--- src/hdl/icr_pkg.sv ---
// shared types and command codes for the interval counter history ring
// no dependencies; imported by icr_ram, icr_ctrl and interval_counter_history_ring
`default_nettype none

package icr_pkg;

  localparam int COUNT_W = 64;

  localparam logic [1:0] CMD_ADD  = 2'd0;
  localparam logic [1:0] CMD_SUB  = 2'd1;
  localparam logic [1:0] CMD_ROLL = 2'd2;

  typedef struct packed {
    logic [1:0]                cmd;
    logic [3:0]                key;
    logic signed [COUNT_W-1:0] value;
  } in_item_t;

  typedef struct packed {
    logic signed [COUNT_W-1:0] count_now;
    logic [2:0]                head_slot;
    logic [2:0]                tail_slot;
  } out_item_t;

endpackage

`default_nettype wire

--- src/hdl/icr_ctrl.sv ---
// sequencer: reset clearing pass, read-modify-write of one counter, column clear on rollover
// depends on icr_pkg; drives the ports of icr_ram
`default_nettype none

module icr_ctrl #(
  parameter int NUM_KEYS      = 16,
  parameter int HISTORY_DEPTH = 8,
  parameter int ADDR_W        = 7
) (
  input  wire logic                        clk,
  input  wire logic                        rst_n,
  input  wire logic                        in_valid,
  output logic                             in_ready,
  input  wire icr_pkg::in_item_t           in_data,
  output logic                             res_valid,
  input  wire logic                        res_ready,
  output icr_pkg::out_item_t               res_data,
  output logic                             rd_en,
  output logic [ADDR_W-1:0]                rd_addr,
  input  wire logic [icr_pkg::COUNT_W-1:0] rd_data,
  output logic                             wr_en,
  output logic [ADDR_W-1:0]                wr_addr,
  output logic [icr_pkg::COUNT_W-1:0]      wr_data
);
  import icr_pkg::*;

  localparam int KEY_W  = (NUM_KEYS > 1) ? $clog2(NUM_KEYS) : 1;
  localparam int HEAD_W = $clog2(HISTORY_DEPTH);
  localparam int DEPTH  = HISTORY_DEPTH << KEY_W;
  localparam logic [KEY_W-1:0]  LAST_KEY  = KEY_W'(NUM_KEYS - 1);
  localparam logic [HEAD_W-1:0] LAST_SLOT = HEAD_W'(HISTORY_DEPTH - 1);
  localparam logic [ADDR_W-1:0] LAST_ADDR = ADDR_W'(DEPTH - 1);
  localparam logic [8:0]        KEY_LIMIT = 9'(NUM_KEYS);

  typedef enum logic [2:0] {
    ST_CLEAR,
    ST_IDLE,
    ST_UPD,
    ST_ROLL,
    ST_RESP
  } state_t;

  state_t              state_r;
  logic [HEAD_W-1:0]   head_r;
  logic [HEAD_W-1:0]   tail_r;
  logic [ADDR_W-1:0]   sweep_r;
  logic [ADDR_W-1:0]   addr_r;
  logic                sub_r;
  logic [COUNT_W-1:0]  value_r;

  logic                in_fire;
  logic                res_fire;
  logic [8:0]          key_wide;
  logic                key_ok;
  logic                is_arith;
  logic [HEAD_W-1:0]   head_inc;
  logic [HEAD_W-1:0]   tail_inc;
  logic [COUNT_W-1:0]  upd;
  logic [8:0]          head_wide;
  logic [8:0]          tail_wide;

  assign in_ready = (state_r == ST_IDLE);
  assign in_fire  = in_valid && in_ready;
  assign key_wide = {5'b0, in_data.key};
  assign key_ok   = key_wide < KEY_LIMIT;
  assign is_arith = (in_data.cmd == CMD_ADD) || (in_data.cmd == CMD_SUB);
  assign head_inc = (head_r == LAST_SLOT) ? '0 : head_r + 1'b1;
  assign tail_inc = (tail_r == LAST_SLOT) ? '0 : tail_r + 1'b1;

  // read issued at the transfer, data back in ST_UPD
  assign rd_en   = in_fire;
  assign rd_addr = {head_r, key_wide[KEY_W-1:0]};

  assign upd = sub_r ? (rd_data - value_r) : (rd_data + value_r);

  assign res_valid = (state_r == ST_UPD) || (state_r == ST_RESP);
  assign res_fire  = res_valid && res_ready;

  assign head_wide = 9'(head_r);
  assign tail_wide = 9'(tail_r);

  always_comb begin
    res_data.count_now = (state_r == ST_UPD) ? upd : '0;
    res_data.head_slot = head_wide[2:0];
    res_data.tail_slot = tail_wide[2:0];
  end

  always_comb begin
    wr_en   = 1'b0;
    wr_addr = sweep_r;
    wr_data = '0;
    case (state_r)
      ST_CLEAR: begin
        wr_en = 1'b1;
      end
      ST_ROLL: begin
        wr_en   = 1'b1;
        wr_addr = {head_r, sweep_r[KEY_W-1:0]};
      end
      ST_UPD: begin
        wr_en   = res_ready;
        wr_addr = addr_r;
        wr_data = upd;
      end
      default: begin
        wr_en = 1'b0;
      end
    endcase
  end

  always_ff @(posedge clk) begin
    if (!rst_n) begin
      state_r <= ST_CLEAR;
      head_r  <= '0;
      tail_r  <= '0;
      sweep_r <= '0;
    end else begin
      case (state_r)
        ST_CLEAR: begin
          sweep_r <= sweep_r + 1'b1;
          if (sweep_r == LAST_ADDR) begin
            state_r <= ST_IDLE;
          end
        end
        ST_IDLE: begin
          if (in_fire) begin
            addr_r  <= rd_addr;
            sub_r   <= (in_data.cmd == CMD_SUB);
            value_r <= in_data.value;
            sweep_r <= '0;
            if (is_arith && key_ok) begin
              state_r <= ST_UPD;
            end else if (in_data.cmd == CMD_ROLL) begin
              head_r <= head_inc;
              if (tail_r == head_inc) begin
                tail_r <= tail_inc;
              end
              state_r <= ST_ROLL;
            end else begin
              state_r <= ST_RESP;
            end
          end
        end
        ST_UPD: begin
          if (res_fire) begin
            state_r <= ST_IDLE;
          end
        end
        ST_ROLL: begin
          sweep_r <= sweep_r + 1'b1;
          if (sweep_r[KEY_W-1:0] == LAST_KEY) begin
            state_r <= ST_RESP;
          end
        end
        ST_RESP: begin
          if (res_fire) begin
            state_r <= ST_IDLE;
          end
        end
        default: begin
          state_r <= ST_IDLE;
        end
      endcase
    end
  end

endmodule

`default_nettype wire

--- config.mk ---
export PLATFORM = sky130hd
export DESIGN_NAME = icr_ctrl
export DESIGN_NICKNAME = d
export VERILOG_FILES = /design/src/hdl/icr_pkg.sv /design/src/hdl/icr_ctrl.sv
export SDC_FILE = /design/constraint.sdc
export NUM_CORES = 1
export LEC_CHECK = 0
export ABC_AREA = 1
export BUFFER_PORTS_ARGS = -buffer_cell sky130_fd_sc_hd__buf_2
export CAP_MARGIN = 20
export CORE_MARGIN = 1
export CORE_UTILIZATION = 40
export CTS_BUF_LIST = sky130_fd_sc_hd__clkbuf_4 sky130_fd_sc_hd__clkbuf_8
export CTS_CLUSTER_SIZE = 28
export DETAILED_ROUTE_END_ITERATION = 10
export GPL_ROUTABILITY_DRIVEN = 0
export PLACE_DENSITY = 0.62
export SLEW_MARGIN = 30
export SYNTH_ARGS = -nofsm -noshare
export SYNTH_HDL_FRONTEND = slang
export SYNTH_SLANG_ARGS = --single-unit
export TNS_END_PERCENT = 100
--- constraint.sdc ---
create_clock -name clk -period 5.72 [get_ports clk]
set_clock_uncertainty 0.15 [all_clocks]
set_input_delay 0.572 -clock clk [delete_from_list [all_inputs] [get_ports clk]]
set_output_delay 0.572 -clock clk [all_outputs]
set_load 0.01 [all_outputs]
# [After elaboration in Yosys (flattened, before gate mapping)]
# Cells that the tools add are included.
# W data, S select, Z words.
[totals] out_inout_bits=152 word_cells=59 in_bits=138 ff_bits=88
[op_classes] reduce_logical=15 n_bitwise=1 n_addsub=5 order_cmp=1 mux=15 eq_ne=15
[op_table] operator="$mux W64" n=2
[op_table] operator="$add A64 B64 Y64" n=1
[op_table] operator="$sub A64 B64 Y64" n=1
[op_table] operator="$pmux W7 S2" n=2
[op_table] operator="$mux W3" n=8
[op_table] operator="$pmux W3 S4" n=1
[op_table] operator="$eq A3 B3 Y1 const B" n=3
[op_table] operator="$reduce_and A4 Y1" n=2
[op_table] operator="$add A7 B1 Y7 const B" n=1
[op_table] operator="$eq A7 B7 Y1 const B" n=1
[op_table] operator="$mux W7" n=1
[op_table] operator="$add A3 B1 Y3 const B" n=2
[op_table] operator="$eq A3 B2 Y1 const B" n=2
[op_table] operator="$lt A4 B5 Y1 const B" n=1
[op_table] operator="$reduce_and A5 Y1" n=1
[op_table] operator="$eq A4 B4 Y1 const B" n=1
[op_table] operator="$ne A2 B1 Y1 const B" n=2
[op_table] operator="$ne A2 B2 Y1 const B" n=2
[op_table] operator="$reduce_or A2 Y1" n=2
[op_table] operator="$eq A3 B1 Y1 const B" n=1
[op_table] operator="$eq A3 B3 Y1" n=1
[op_table] operator="$logic_and A1 B1 Y1" n=3
[op_table] operator="$logic_not A3 Y1" n=1
[op_table] operator="$reduce_and A3 Y1" n=1
[op_table] operator="other kinds (8)" n=9

# [Longest topological paths before layout]
[depth] ltp_word=6 mapped_depth=27 depth_no_buf=26

# [Least setup slack after synthesis]
# OpenSTA, ideal clock, no wires.
[synth_timing] kind="in2reg" start="in rst_n" end="reg addr_r[0] (enable)" required_ps=5068 arrival_time_ps=3938 setup_ps=502 path_buffers=1 stages=3 slack_ps=1130 cell_sequence="clkbuf_1 inv_1 nor2_1"
[synth_via] elab_chain_len=1
[synth_rtl] item="from (decl)" line_no="icr_ctrl.sv:11" rtl="input wire logic rst_n,"
[synth_rtl] item="$reduce_and A3 Y1 (no source line)"
[synth_rtl] item="to (signal assigned)" line_no="icr_ctrl.sv:127" rtl="addr_r <= rd_addr;"
[synth_rtl] item="to (decl)" line_no="icr_ctrl.sv:47" rtl="logic [ADDR_W-1:0] addr_r;"
# No other way between the ends.
# A chain may end at the register's enable or synchronous reset.

# [Worst setup path in the final report]
[layout_timing] start="reg sub_r" end="out wr_data[57] (netlist bit)"
[layout_via] elab_chain_len=2
[layout_rtl] item="from (decl)" line_no="icr_ctrl.sv:48" rtl="logic sub_r;"
[layout_rtl] item="from (signal assigned)" line_no="icr_ctrl.sv:128" rtl="sub_r <= (in_data.cmd == CMD_SUB);"
[layout_rtl] item="$mux W64" line_no="icr_ctrl.sv:74" rtl="assign upd = sub_r ? (rd_data - value_r) : (rd_data + value_r);"
[layout_rtl] item="$mux W64" line_no="icr_ctrl.sv:92" rtl="case (state_r)"
[layout_rtl] item="to (decl)" line_no="icr_ctrl.sv:23" rtl="output logic [icr_pkg::COUNT_W-1:0] wr_data"
# No other way between the ends.

==> impl_summary.log <==
INFO  metric ff_latch_area = 2480 um^2
INFO  metric synth.yosys.seq_area_share = 20.9%
INFO  metric cell_depth_of_the_worst_flop_to_flop_path = 7
INFO  metric clockRootBuffer = sky130_fd_sc_hd__clkbuf_8
INFO  metric critical_path_peak_fanout = 31
INFO  metric final_min_period_over_clock_period = 90.0%
INFO  metric placement.cell_area = 13,300 um^2
INFO  metric fp-row-count = 62
INFO  metric worst_r2r_setup_slack = 3340 ps
INFO  metric cts-buffers-inserted = 9
INFO  metric p_clk_share = 16.2%
INFO  metric required = 5000 ps
INFO  metric vdd_ir_drop_max = 0.000194 V
INFO  metric run_status = complete, no violations
INFO  metric postSynth.topFlopCell = sky130_fd_sc_hd__edfxtp_1
INFO  metric synthMostInstantiatedCell = sky130_fd_sc_hd__nand2_1
INFO  metric worst-setup-path-type = reg2out
INFO  metric combinational_power_share = 52.5%
INFO  metric syn_nets = 2,264
INFO  metric cts_max_path_buffers = 2
INFO  metric cts_setup_buffers = 0
INFO  metric worst_path_most_repeated_cell = sky130_fd_sc_hd__nand2_1
INFO  metric clock_tree.htree_level_count = 3
INFO  metric p_sw = 0.00116 W
INFO  metric worstPathCellList = clkinvlp_4, buf_4, nand2_1, nand2_1, xor2_1, ha_1, nand2_1, inv_1, nand2_1, nor3_1, and3_1, nand2_1, nand3_1, nand2_1, nor2_1, buf_2
INFO  metric placedCellCount = 2,646
INFO  metric clock_tree_from_tritoncts = done
INFO  metric pin_count = 290
INFO  metric detail_route.drc_violations = 0
INFO  metric drt.antenna.violating_nets = 0
INFO  metric cp-end-kind = primary output
INFO  metric report.final.hold_viol_count = 0
INFO  metric num_vias = 12,800
INFO  metric die_w = 174 um
INFO  metric global_route.usage.total = 25.5%
INFO  metric initial_utilization = 41.1%
INFO  metric relative_contribution_of_sequential_cells_to_total_power = 31.3%
INFO  metric drt-wirelength-per-cell = 14.6 um
INFO  metric worstMarginPinSlew = 683 ps
INFO  metric tritoncts_num_sinks = 88
INFO  metric place.detailed.hpwl = 34,200 um
INFO  metric cell_pwr_density = 186 nW/um^2
INFO  metric final_hold_slack = 228 ps
INFO  metric dp_worst_setup_slack = 1020 ps
INFO  metric synth_commonest_cells = 730 x sky130_fd_sc_hd__nand2_1, 391 x sky130_fd_sc_hd__inv_1, 247 x sky130_fd_sc_hd__nor2_1
INFO  metric finalNonFillerCells = 2,663
INFO  metric post_synth_main_area_contributors = sky130_fd_sc_hd__nand2_1 23%, sky130_fd_sc_hd__edfxtp_1 18%, sky130_fd_sc_hd__inv_1 12%, sky130_fd_sc_hd__nor2_1 7.8%, sky130_fd_sc_hd__ha_1 7.3%
INFO  metric max_freq = 194 MHz
INFO  metric synthDominantAreaCellType = sky130_fd_sc_hd__nand2_1
INFO  metric layout_min_cycle_time = 5150 ps
INFO  metric finish.instance_area = 13,500 um^2
INFO  metric grt_start_max_net_pins = 35
INFO  metric min-delay-path-class = in2reg
INFO  metric share_of_post_route_cells_with_drive_strength_above_1 = 16.6%
INFO  metric globalRouteOverflowTotal = 0
INFO  metric drv.max_cap_violation_count = 0
INFO  metric setup_viol_count_final = 0
INFO  metric netlist.area_leader.share = 23.0%
INFO  metric fp.dieArea = 30,400 um^2
INFO  metric switching_share = 46.2%
INFO  metric synth.cell_area = 11,900 um^2
INFO  metric final_critical_path_setup_slack = 572 ps
INFO  metric crit_path_max_incr_delay = 800 ps
INFO  metric clk-insertion-delay-late = 360 ps
INFO  metric worstHoldPathCells = 1
INFO  metric core_area = 28,900 um^2
INFO  metric netlist-cell-type-count = 47
INFO  metric rsz0062_at_grt = false
INFO  metric global_route_wire_length_before_repair = 60,800 um
INFO  metric intPower = 0.00135 W
INFO  metric multi_input_comb_area = 7320 um^2
INFO  metric cts_repair_resize_count = 0
INFO  metric netlist_instances = 2,056
INFO  metric number_of_global_route_vias_before_repair = 11,700
INFO  metric die_h = 174 um
INFO  metric post_cts_hold_buffer_count = 0
INFO  metric start_kind = flip-flop
INFO  metric final.fill_count = 3,199
INFO  metric number_of_antenna_violations_at_the_first_check_in_global_routing = 0
INFO  metric power.leakage = 7.81 nW
INFO  metric fin_setup_tns = 0 ps
INFO  metric report.final.slew_viol_count = 0
INFO  metric critPathSlowestCell = sky130_fd_sc_hd__edfxtp_1
INFO  metric clk_pin_slew_worst_paths = 100 ps
INFO  metric ys_async_sr_fraction = 0%
INFO  metric synthToLayoutAreaGrowth = 13.3%
INFO  metric post_synthesis_register_bit_count = 88
INFO  metric dr.pass1.iters = 5
INFO  metric edff_count_synth = 72
INFO  metric yosys_warnings = 0
INFO  metric slew_headroom = 54.4%
INFO  metric postRouteWirelength = 38,800 um
INFO  metric syn-mean-instance-area = 5.78 um^2
INFO  metric worst-endpoint-arrival = 4430 ps
INFO  metric num-nets-final = 2,481
INFO  metric avgViaCountPerCell = 4.81
INFO  metric detailedRoute.firstIterationViolations = 1,068
INFO  metric numPortBuffers = 289
cell families after synthesis:
logic type                 count (synthesis)  synth area share, %
AOI/OAI and AO/OA                        183                 8.21
xor gates and xnor gates                  67                 5.00
adders and majority gates                 70                 7.43
buffers and inverters                    486                 17.6
DFF                                       88                 20.9
and+or+nand+nor                         1162                 40.8
routing by layer:
metal | global-route usage [%] | vias up | part of all wire, %
li1 | - | 6670 | -
met1 | 34.1 | 5605 | 45
met2 | 42.2 | 466 | 45
met3 | 2.97 | 57 | 6.8
met4 | 8.92 | 0 | 3.1
met5 | 0 | - | 0
worst paths after layout:
path	from	end
worst max register to register	state_r[0]	value_r[42]
worst max-delay path	sub_r	wr_data[57]
worst min register to register	sweep_r[3]	sweep_r[4]
worst min-delay path	in_data[60]	value_r[60]
critical path: cells and delay by family (launching register included):
| kind | cells | cell delay, ps |
|---|---|---|
| buf+inv | 4 | 1380 |
| simple gates | 10 | 1370 |
| flops | 1 | 800 |
| fa+ha+maj | 1 | 360 |
| xor+xnor | 1 | 150 |
through the flow:
step	utilization (%)	total power, W
final	46.5	0.00250
after global routing	46.5	0.00271
after CTS	46.5	0.00251
after detailed placement	45.9	0.00210
after global placement	45.8	0.00208
after floorplan	-	0.00172
registers in the layout, summed over array words and instances, names as in the netlist:
signal,cells
sweep_r,7
state_r,3
value_r,64
tail_r,3
head_r,3
sub_r,1
addr_r,7
area by class of cell:
class                           instances  area share, %
Antenna cell                            1         0.0186
Multi-Input combinational cell       1482           54.3
Clock inverter                          7          0.455
Timing Repair Buffer                  293           11.1
Inverter                              399           11.2
Tap cell                              384           3.57
Clock buffer                            9          0.920
Sequential cell                        88           18.4
placed cells by master (no fill, tap or decap), types with 4 or more instances in the layout:
master,Yosys,routed
sky130_fd_sc_hd__a21oi_1,103,103
sky130_fd_sc_hd__a22oi_1,4,4
sky130_fd_sc_hd__and2_1,4,4
sky130_fd_sc_hd__buf_2,5,289
sky130_fd_sc_hd__clkbuf_8,0,9
sky130_fd_sc_hd__dfxtp_1,16,16
sky130_fd_sc_hd__edfxtp_1,72,72
sky130_fd_sc_hd__ha_1,69,69
sky130_fd_sc_hd__inv_1,391,390
sky130_fd_sc_hd__inv_2,7,7
sky130_fd_sc_hd__nand2_1,730,730
sky130_fd_sc_hd__nand2_2,19,19
sky130_fd_sc_hd__nand3_1,76,76
sky130_fd_sc_hd__nand3_2,5,5
sky130_fd_sc_hd__nand3b_1,8,8
sky130_fd_sc_hd__nand4_1,14,14
sky130_fd_sc_hd__nor2_1,247,246
sky130_fd_sc_hd__nor2_2,11,11
sky130_fd_sc_hd__nor2_4,10,11
sky130_fd_sc_hd__nor3_1,18,18
sky130_fd_sc_hd__nor3_2,5,5
sky130_fd_sc_hd__nor4_1,4,4
sky130_fd_sc_hd__o21ai_0,55,55
sky130_fd_sc_hd__o21ai_1,6,6
sky130_fd_sc_hd__o21bai_1,5,5
sky130_fd_sc_hd__xnor2_1,19,19
sky130_fd_sc_hd__xor2_1,47,47
power by group through the flow:
| stage | registers, W | clock network, W | logic, W |
|---|---|---|---|
| 5_1_grt | 0.000790 | 0.000446 | 0.00148 |
| 2_1_floorplan | 0.000790 | 0 | 0.000931 |
| 4_1_cts | 0.000784 | 0.000420 | 0.00130 |
| 3_3_place_gp | 0.000798 | 0 | 0.00129 |
| 3_5_place_dp | 0.000798 | 0 | 0.00130 |
| 6_report | 0.000784 | 0.000404 | 0.00131 |
Note: power is estimated with default switching activity, not from simulation.
